==> config.mk <==
export PLATFORM = sky130hd
export DESIGN_NAME = kway_merge_u64_unit
export DESIGN_NICKNAME = d
export VERILOG_FILES = /design/src/rtl/core/kwm_pkg.sv /design/src/rtl/core/kwm_cell.sv /design/src/rtl/core/kway_merge_u64_unit.sv
export SDC_FILE = /design/constraint.sdc
export NUM_CORES = 2
export LEC_CHECK = 0
export BUFFER_PORTS_ARGS = -buffer_cell sky130_fd_sc_hd__buf_2
export CAP_MARGIN = 5
export CORE_UTILIZATION = 55
export DETAILED_ROUTE_END_ITERATION = 12
export GPL_ROUTABILITY_DRIVEN = 0
export PLACE_DENSITY = 0.68
export SLEW_MARGIN = 30
export SYNTH_ARGS = -nofsm -noshare
export SYNTH_HDL_FRONTEND = slang
export SYNTH_SLANG_ARGS = --single-unit
==> constraint.sdc <==
create_clock -name clk_i -period 11.8 [get_ports clk_i]
set_input_delay 0.59 -clock clk_i [delete_from_list [all_inputs] [get_ports clk_i]]
set_output_delay 0.59 -clock clk_i [all_outputs]
set_load 0.02 [all_outputs]
==> src/rtl/core/kwm_pkg.sv <==
// ----------------------------------------------------------------------------
// kwm_pkg: shared types and constants of the k-way merge unit
// Holds the request layouts, the cell control group and the scan candidate.
// ----------------------------------------------------------------------------
package kwm_pkg;

  localparam int unsigned MAX_RUNS = 16;
  localparam int unsigned RUN_W    = 4;
  localparam int unsigned CNT_W    = 5;
  localparam int unsigned VAL_W    = 64;
  localparam int unsigned SCAN_W   = $clog2(MAX_RUNS);

  typedef struct packed {
    logic [RUN_W-1:0] run_index;
    logic [VAL_W-1:0] item_value;
    logic             run_ends;
  } in_req_t;

  typedef struct packed {
    logic [VAL_W-1:0] merged_value;
    logic [RUN_W-1:0] from_run;
    logic             finished;
  } out_req_t;

  // Scan candidate handed from cell to cell.
  typedef struct packed {
    logic             valid;
    logic [VAL_W-1:0] value;
    logic [RUN_W-1:0] run;
  } cand_t;

  // Control group broadcast to every cell.
  typedef struct packed {
    logic             load;
    logic [RUN_W-1:0] load_run;
    logic [VAL_W-1:0] load_value;
    logic             load_ends;
    logic             take;
    logic [RUN_W-1:0] take_run;
    logic             clear;
  } cell_ctrl_t;

  // Status returned by each cell.
  typedef struct packed {
    logic present;
    logic exhausted;
    logic pending;
  } cell_stat_t;

endpackage

==> src/rtl/core/kwm_cell.sv <==
// ----------------------------------------------------------------------------
// kwm_cell: one run slot of the merge chain
// Keeps the head of one run with its marks and forwards the smaller candidate.
// ----------------------------------------------------------------------------
module kwm_cell (
  input  logic                      clk_i,
  input  logic                      rst_ni,
  input  logic [kwm_pkg::RUN_W-1:0] cell_idx_i,
  input  logic [kwm_pkg::CNT_W-1:0] active_runs_i,
  input  kwm_pkg::cell_ctrl_t       ctrl_i,
  input  kwm_pkg::cand_t            cand_i,
  output kwm_pkg::cand_t            cand_o,
  output kwm_pkg::cell_stat_t       stat_o
);

  logic [kwm_pkg::VAL_W-1:0] head_q, head_d;
  logic                      present_q, present_d;
  logic                      exhausted_q, exhausted_d;
  logic                      cand_valid_q;
  logic [kwm_pkg::VAL_W-1:0] cand_value_q;
  logic [kwm_pkg::RUN_W-1:0] cand_run_q;
  logic                      active;
  logic                      hit;
  logic                      own_wins;

  assign active = {1'b0, cell_idx_i} < active_runs_i;
  assign hit    = ctrl_i.load && active && !exhausted_q && (ctrl_i.load_run == cell_idx_i);

  always_comb begin
    head_d      = head_q;
    present_d   = present_q;
    exhausted_d = exhausted_q;
    if (ctrl_i.clear) begin
      present_d   = 1'b0;
      exhausted_d = 1'b0;
    end else if (ctrl_i.take && ctrl_i.take_run == cell_idx_i) begin
      present_d = 1'b0;
    end else if (hit) begin
      if (ctrl_i.load_ends) begin
        exhausted_d = 1'b1;
      end else if (!present_q) begin
        head_d    = ctrl_i.load_value;
        present_d = 1'b1;
      end
    end
  end

  // Lower runs sit upstream, so an equal value keeps the incoming candidate.
  assign own_wins = present_q && active && (!cand_i.valid || head_q < cand_i.value);

  always_ff @(posedge clk_i or negedge rst_ni) begin
    if (!rst_ni) begin
      present_q    <= 1'b0;
      exhausted_q  <= 1'b0;
      cand_valid_q <= 1'b0;
    end else begin
      present_q    <= present_d;
      exhausted_q  <= exhausted_d;
      cand_valid_q <= cand_i.valid || own_wins;
    end
  end

  always_ff @(posedge clk_i) begin
    head_q <= head_d;
    if (own_wins) begin
      cand_value_q <= head_q;
      cand_run_q   <= cell_idx_i;
    end else begin
      cand_value_q <= cand_i.value;
      cand_run_q   <= cand_i.run;
    end
  end

  assign cand_o.valid     = cand_valid_q;
  assign cand_o.value     = cand_value_q;
  assign cand_o.run       = cand_run_q;
  assign stat_o.present   = present_q;
  assign stat_o.exhausted = exhausted_q;
  assign stat_o.pending   = active && !present_q && !exhausted_q;

endmodule

==> src/rtl/core/kway_merge_u64_unit.sv <==
// ----------------------------------------------------------------------------
// kway_merge_u64_unit: k-way merge of ascending unsigned 64-bit runs
// Row of run cells with a forwarding minimum scan and a small sequencer.
// ----------------------------------------------------------------------------
// Usage:
//   Write the number of runs through cfg_we_i / cfg_wdata_i while idle.
//   Send one request per run on the input channel (valid/ready), either a
//   value or an end mark. Once every active run holds a head or has ended,
//   the unit emits the smallest head and its run on the output channel; send
//   that run's next request afterwards. When all runs have ended and no head
//   is left, a finished request (zero value and run) closes the merge and
//   clears all marks; the run count is kept.
// Sequence:
//   A request passes through accept, the readiness check, then a scan
//   through the cell chain, where each cell registers the better of its
//   own head and its upstream neighbor's candidate. A request that leaves
//   a run still owing a value returns to idle after the check.
// Reset clears all marks and sets the run count to one. If the receiver
// stalls, the result waits in the output register; the next request is
// still accepted, and its own result holds at the scan end until the
// output register frees up.
// ----------------------------------------------------------------------------
module kway_merge_u64_unit (
  input  logic                      clk_i,
  input  logic                      rst_ni,
  input  logic                      cfg_we_i,
  input  logic [kwm_pkg::CNT_W-1:0] cfg_wdata_i,
  input  logic                      in_valid_i,
  output logic                      in_ready_o,
  input  kwm_pkg::in_req_t          in_req_i,
  output logic                      out_valid_o,
  input  logic                      out_ready_i,
  output kwm_pkg::out_req_t         out_req_o
);

  localparam logic [1:0] ST_IDLE  = 2'd0;
  localparam logic [1:0] ST_CHECK = 2'd1;
  localparam logic [1:0] ST_SCAN  = 2'd2;

  localparam logic [kwm_pkg::CNT_W-1:0]  RUNS_MAX = kwm_pkg::CNT_W'(kwm_pkg::MAX_RUNS);
  localparam logic [kwm_pkg::SCAN_W-1:0] SCAN_END = kwm_pkg::SCAN_W'(kwm_pkg::MAX_RUNS - 1);

  logic [1:0]                  state_q, state_d;
  logic [kwm_pkg::SCAN_W-1:0]  scan_q, scan_d;
  logic [kwm_pkg::CNT_W-1:0]   runs_q;
  logic [kwm_pkg::CNT_W-1:0]   active_runs;
  logic                        out_valid_q, out_valid_d;
  kwm_pkg::out_req_t           out_q, out_d;
  kwm_pkg::cell_ctrl_t         ctrl;
  kwm_pkg::cand_t              chain [kwm_pkg::MAX_RUNS+1];
  kwm_pkg::cell_stat_t         stat  [kwm_pkg::MAX_RUNS];
  logic [kwm_pkg::MAX_RUNS-1:0] pending_vec;
  logic [kwm_pkg::MAX_RUNS-1:0] present_vec;
  logic [kwm_pkg::MAX_RUNS-1:0] exhausted_vec;
  logic                        in_fire;
  logic                        emit;
  kwm_pkg::cand_t              best;

  // Clamp the run count into 1..MAX_RUNS.
  always_comb begin
    if (runs_q == '0) begin
      active_runs = kwm_pkg::CNT_W'(1);
    end else if (runs_q > RUNS_MAX) begin
      active_runs = RUNS_MAX;
    end else begin
      active_runs = runs_q;
    end
  end

  always_ff @(posedge clk_i or negedge rst_ni) begin
    if (!rst_ni) begin
      runs_q <= kwm_pkg::CNT_W'(1);
    end else if (cfg_we_i) begin
      runs_q <= cfg_wdata_i;
    end
  end

  assign in_ready_o = (state_q == ST_IDLE);
  assign in_fire    = in_valid_i && in_ready_o;
  assign best       = chain[kwm_pkg::MAX_RUNS];
  // Emit once the last cell has seen every head and the output slot is free.
  assign emit       = (state_q == ST_SCAN) && (scan_q == SCAN_END) &&
                      (!out_valid_q || out_ready_i);

  always_comb begin
    ctrl.load       = in_fire;
    ctrl.load_run   = in_req_i.run_index;
    ctrl.load_value = in_req_i.item_value;
    ctrl.load_ends  = in_req_i.run_ends;
    ctrl.take       = emit && best.valid;
    ctrl.take_run   = best.run;
    ctrl.clear      = emit && !best.valid;
  end

  assign chain[0] = '0;

  for (genvar g = 0; g < kwm_pkg::MAX_RUNS; g++) begin : g_cell
    kwm_cell u_cell (
      .clk_i         (clk_i),
      .rst_ni        (rst_ni),
      .cell_idx_i    (kwm_pkg::RUN_W'(g)),
      .active_runs_i (active_runs),
      .ctrl_i        (ctrl),
      .cand_i        (chain[g]),
      .cand_o        (chain[g+1]),
      .stat_o        (stat[g])
    );
    assign pending_vec[g]   = stat[g].pending;
    assign present_vec[g]   = stat[g].present;
    assign exhausted_vec[g] = stat[g].exhausted;
  end

  // Sequencer: accept, check readiness, scan, emit.
  always_comb begin
    state_d = state_q;
    scan_d  = scan_q;
    unique case (state_q)
      ST_IDLE: begin
        if (in_fire) begin
          state_d = ST_CHECK;
        end
      end
      ST_CHECK: begin
        if (|pending_vec) begin
          state_d = ST_IDLE;
        end else begin
          state_d = ST_SCAN;
          scan_d  = '0;
        end
      end
      ST_SCAN: begin
        if (scan_q != SCAN_END) begin
          scan_d = scan_q + kwm_pkg::SCAN_W'(1);
        end else if (emit) begin
          state_d = ST_IDLE;
        end
      end
      default: begin
        state_d = ST_IDLE;
      end
    endcase
  end

  // Output register: load on emit, drop when taken.
  always_comb begin
    out_d       = out_q;
    out_valid_d = out_valid_q;
    if (emit) begin
      out_valid_d = 1'b1;
      if (best.valid) begin
        out_d.merged_value = best.value;
        out_d.from_run     = best.run;
        out_d.finished     = 1'b0;
      end else begin
        out_d.merged_value = '0;
        out_d.from_run     = '0;
        out_d.finished     = 1'b1;
      end
    end else if (out_ready_i) begin
      out_valid_d = 1'b0;
    end
  end

  always_ff @(posedge clk_i or negedge rst_ni) begin
    if (!rst_ni) begin
      state_q     <= ST_IDLE;
      scan_q      <= '0;
      out_valid_q <= 1'b0;
    end else begin
      state_q     <= state_d;
      scan_q      <= scan_d;
      out_valid_q <= out_valid_d;
    end
  end

  always_ff @(posedge clk_i) begin
    out_q <= out_d;
  end

  assign out_valid_o = out_valid_q;
  assign out_req_o   = out_q;

  // A value result names an active run.
  a_run_active: assert property (@(posedge clk_i) disable iff (!rst_ni)
    emit && best.valid |-> {1'b0, best.run} < active_runs)
    else $error("emitted run outside active runs");

  // The emitted run gives up its head.
  a_head_taken: assert property (@(posedge clk_i) disable iff (!rst_ni)
    emit && best.valid |=> !present_vec[$past(best.run)])
    else $error("head still present after emit");

  // Finish leaves every mark cleared.
  a_finish_clears: assert property (@(posedge clk_i) disable iff (!rst_ni)
    emit && !best.valid |=> (present_vec == '0) && (exhausted_vec == '0))
    else $error("marks not cleared after finish");

  // A scan only starts when no active run still owes a value.
  a_scan_ready: assert property (@(posedge clk_i) disable iff (!rst_ni)
    state_q == ST_SCAN |-> pending_vec == '0)
    else $error("scan running while a run is pending");

endmodule

==> reports/qor.txt <==
Pre-antenna DRT Iters: 5
Min-delay src: cfg_wdata_i[4]
Average cell area after synthesis: 13.2 µm²
Reg2Reg Depth: 9
Via total after detailed routing: 52,500
Number of port buffers: 149
Initial core utilization: 0.554
Final nets: 8,424
Power Dens Cells: 238 nW/µm²
Category of the worst setup path launch point: register
Slew Limit Fails: 0
Worst-path clk slew: 0.07 ns
Status: finished clean
Termination of the worst setup path: g_cell[4].u_cell.cand_value_q[39]$_DFF_P_
Fin Clk Skew: 0.0253 ns
Number of stages on the worst setup path: 9
Highest clock frequency the design can meet: 240 MHz
Leading area contributor after synthesis: edfxtp_1
Final period utilization: 0.353
Crit path capture type: register
CTS tree: yes
Global routing usage summed across all routing layers: 0.215
Cell with the largest stage delay on the worst path: nand2_4
Post-synthesis sequential element count: 2,226
DRC: 0
Worst flop-to-flop path startpoint: g_cell[4].u_cell.head_q[55]$_DFFE_PP_
ANT nets after route: 0
CP Data Required Time: 12.51 ns
Cell area reported after detailed placement: 97,300 µm²
P_leak: 43.5 nW
Portion of synthesized cell area occupied by the leading cell type: 0.349
Post-synth design cell area: 94,100 µm²
CP Max Fanout: 65
CTS buffer count: 221
Number of different library cells in the post-synthesis netlist: 81
CTS root buffer: clkbuf_16
Vias/cell: 5.35
Worst-case setup margin in the final layout: 7.63 ns
Latest clock arrival within the worst-skew pair: 0.84 ns
Cells along the critical path: ha_1 > a2111oi_0 > o221ai_1 > o211ai_1 > o211ai_1 > a2111oi_2 > o311ai_1 > nand2_4 > mux2_2
Maximum level of the CTS H-tree: 4
Instance count of the mapped netlist: 7,112
Layout cells sized above 1: 0.205
Final wirelength: 186,000 µm
Unrepaired setup endpoints after global routing: no
R2r setup slk: 7.63 ns
Crit path max-delay family: compound AO/OA/AOI/OAI gates
Max Cap Violations: 0
GR Overflow Total: 0
Sequential cell area fraction in the yosys report: 0.593
Die boundary width: 416 µm
Count of endpoints failing setup in the final report: 0
Wire length of the first global-routing pass: 294,000 µm
Via count of the first global-routing pass: 54,700
Accumulated negative setup slack: 0 ns
Number of filler instances in the final layout: 12,900
Kind of critical path: register to register
Arrival time of the worst setup path: 4.88 ns
Count of standard-cell rows: 151
Leading cell type in the layout, fill and taps excluded: edfxtp_1
Number of enable-type register cells in the synthesized netlist: 1,093
Final core utilization: 0.618
Worst ir drop on vdd: 0.152 mV
Library cell appearing most often on the critical path: o211ai_1
Commonest cells after routing, fill and taps aside: edfxtp_1 (1,093), dfxtp_1 (1,073), inv_1 (969)
Post-layout minimum cycle time: 4.17 ns
Floorplan die height: 416 µm
Syn-to-layout area delta: 11.5%
Max transition margin: 0.291
Final count of hold timing violations: 0
Synth warn: 0
Worst setup path startpoint: g_cell[4].u_cell.head_q[55]$_DFFE_PP_
Drt first-iter violations: 3,058
Core Footprint: 170,000 µm²
Final cell area excluding filler cells: 105,000 µm²
Class of the tightest hold or removal check: primary input to register
Slowest Stage Delay on Critical Path: 0.76 ns
Area of the die: 173,000 µm²
Maximum count of clock buffers along a single path: 3
Worst Tran Pin Value: 1.06 ns
Largest net degree at the start of global routing: 74
Fraction of registers with async set/reset: 0.0270
Clock Sink Count: 2,226
Main synth FF type: edfxtp_1
Worst r2r dst: g_cell[4].u_cell.cand_value_q[39]$_DFF_P_
Antenna violations before repair: 10
Cell types with the largest area share after synthesis: edfxtp_1 (35%), dfxtp_1 (23%), ha_1 (13%), mux2_2 (11%), inv_1 (3.9%)
Minimum setup slack after placement: 7.24 ns
# IOs: 150
Final HPWL from detailed placement: 137,000 µm
Count of buffer and inverter cells on the critical path: 0
Nets in the synthesized netlist: 8,140
Post-detailed-route wirelength per cell: 18.9 µm
## logic make-up after synthesis
kind of cell    share of synthesized area
flops                               0.593
simple gates                       0.0549
mux                                 0.117
buf+inv                            0.0477
fa+ha+maj                           0.126
compound gates                     0.0607
## flip-flops by register name, summed over array words and instances (netlist names)
signal,cells
g_cell.u_cell.present_q,16
g_cell.u_cell.exhausted_q,16
runs_q,5
g_cell.u_cell.cand_valid_q,16
state_q,2
g_cell.u_cell.cand_value_q,1024
g_cell.u_cell.cand_run_q,49
scan_q,4
out_valid_o,1
g_cell.u_cell.head_q,1024
out_req_o,69
## timing repair
action | 4_1_cts | 5_1_grt
setup buffers | 0 | 0
gates resized for setup | 0 | 0
endpoints found under the hold margin | 8 | 0
hold buffers | 2 | 0
## layout make-up
cell class              count  area (µm²)  share of cell area
diodes                      7        17.5            0.000167
clock buffers             327        6480              0.0618
repair buffers            197        1150              0.0109
flip-flops and latches   2226       55800               0.532
clock inverters            95         933             0.00890
multi-input cells        3780       34000               0.325
inverters                 970        3640              0.0347
well taps                2218        2780              0.0265
## through the flow
stage               hold WS (ns)  power (mW)  cells
floorplan                  0.294        16.3   7112
global placement           0.397        17.8   9386
detailed placement         0.394        18.1   9388
CTS                     0.000304        25.2   9812
global route              0.0196        26.6   9818
finish                    0.0631        25.0   9820
## worst min path at each step
| stage | endpoint | slack (ns) | cells past startpoint |
|---|---|---|---|
| after floorplan | g_cell[0].u_cell.cand_valid_q$_DFF_PN0_ | 0.29 | 0 |
| after global placement | g_cell[15].u_cell.cand_run_q[3]$_SDFF_PP1_ | 0.40 | 1 |
| after detailed placement | g_cell[14].u_cell.cand_run_q[3]$_SDFF_PP1_ | 0.39 | 1 |
| after CTS | runs_q[0]$_DFFE_PN1P_ | 0.0003 | 2 |
| after global routing | runs_q[0]$_DFFE_PN1P_ | 0.02 | 2 |
| final | runs_q[4]$_DFFE_PN0P_ | 0.06 | 2 |
## per-layer routing
layer | GRT usage | share of wire | up-vias | wire [µm]
met5 | 0 | 0 | - | 0
li1 | - | - | 26000 | -
met2 | 0.349 | 0.46 | 960 | 84500
met3 | 0.0301 | 0.038 | 298 | 7130
met1 | 0.294 | 0.47 | 25200 | 88100
met4 | 0.0813 | 0.031 | 0 | 5780
## report_power, final
| part | total, mW | switching, mW | internal, mW |
|---|---|---|---|
| combinational | 6.94 | 3.41 | 3.54 |
| clock | 6.97 | 2.86 | 4.11 |
| sequential | 11.1 | 1.02 | 10.1 |
| total | 25.0 | 7.28 | 17.7 |
## cell usage after synthesis (all sizes together) (18+ instances only)
library cell  number
and2             142
inv              970
nand2            187
buf              111
nand2b            66
mux2             965
nor3              70
o21a              18
a21o             195
nor2b             41
dfrtp             59
edfxtp          1093
a211oi            51
nor2             155
dfxtp           1073
a2111oi           23
a21oi            310
nand4            162
ha               949
nor4              30
o21ai            147
a31oi             19
clkbuf            25
nand3             61
(Power assumes the default switching activity.)
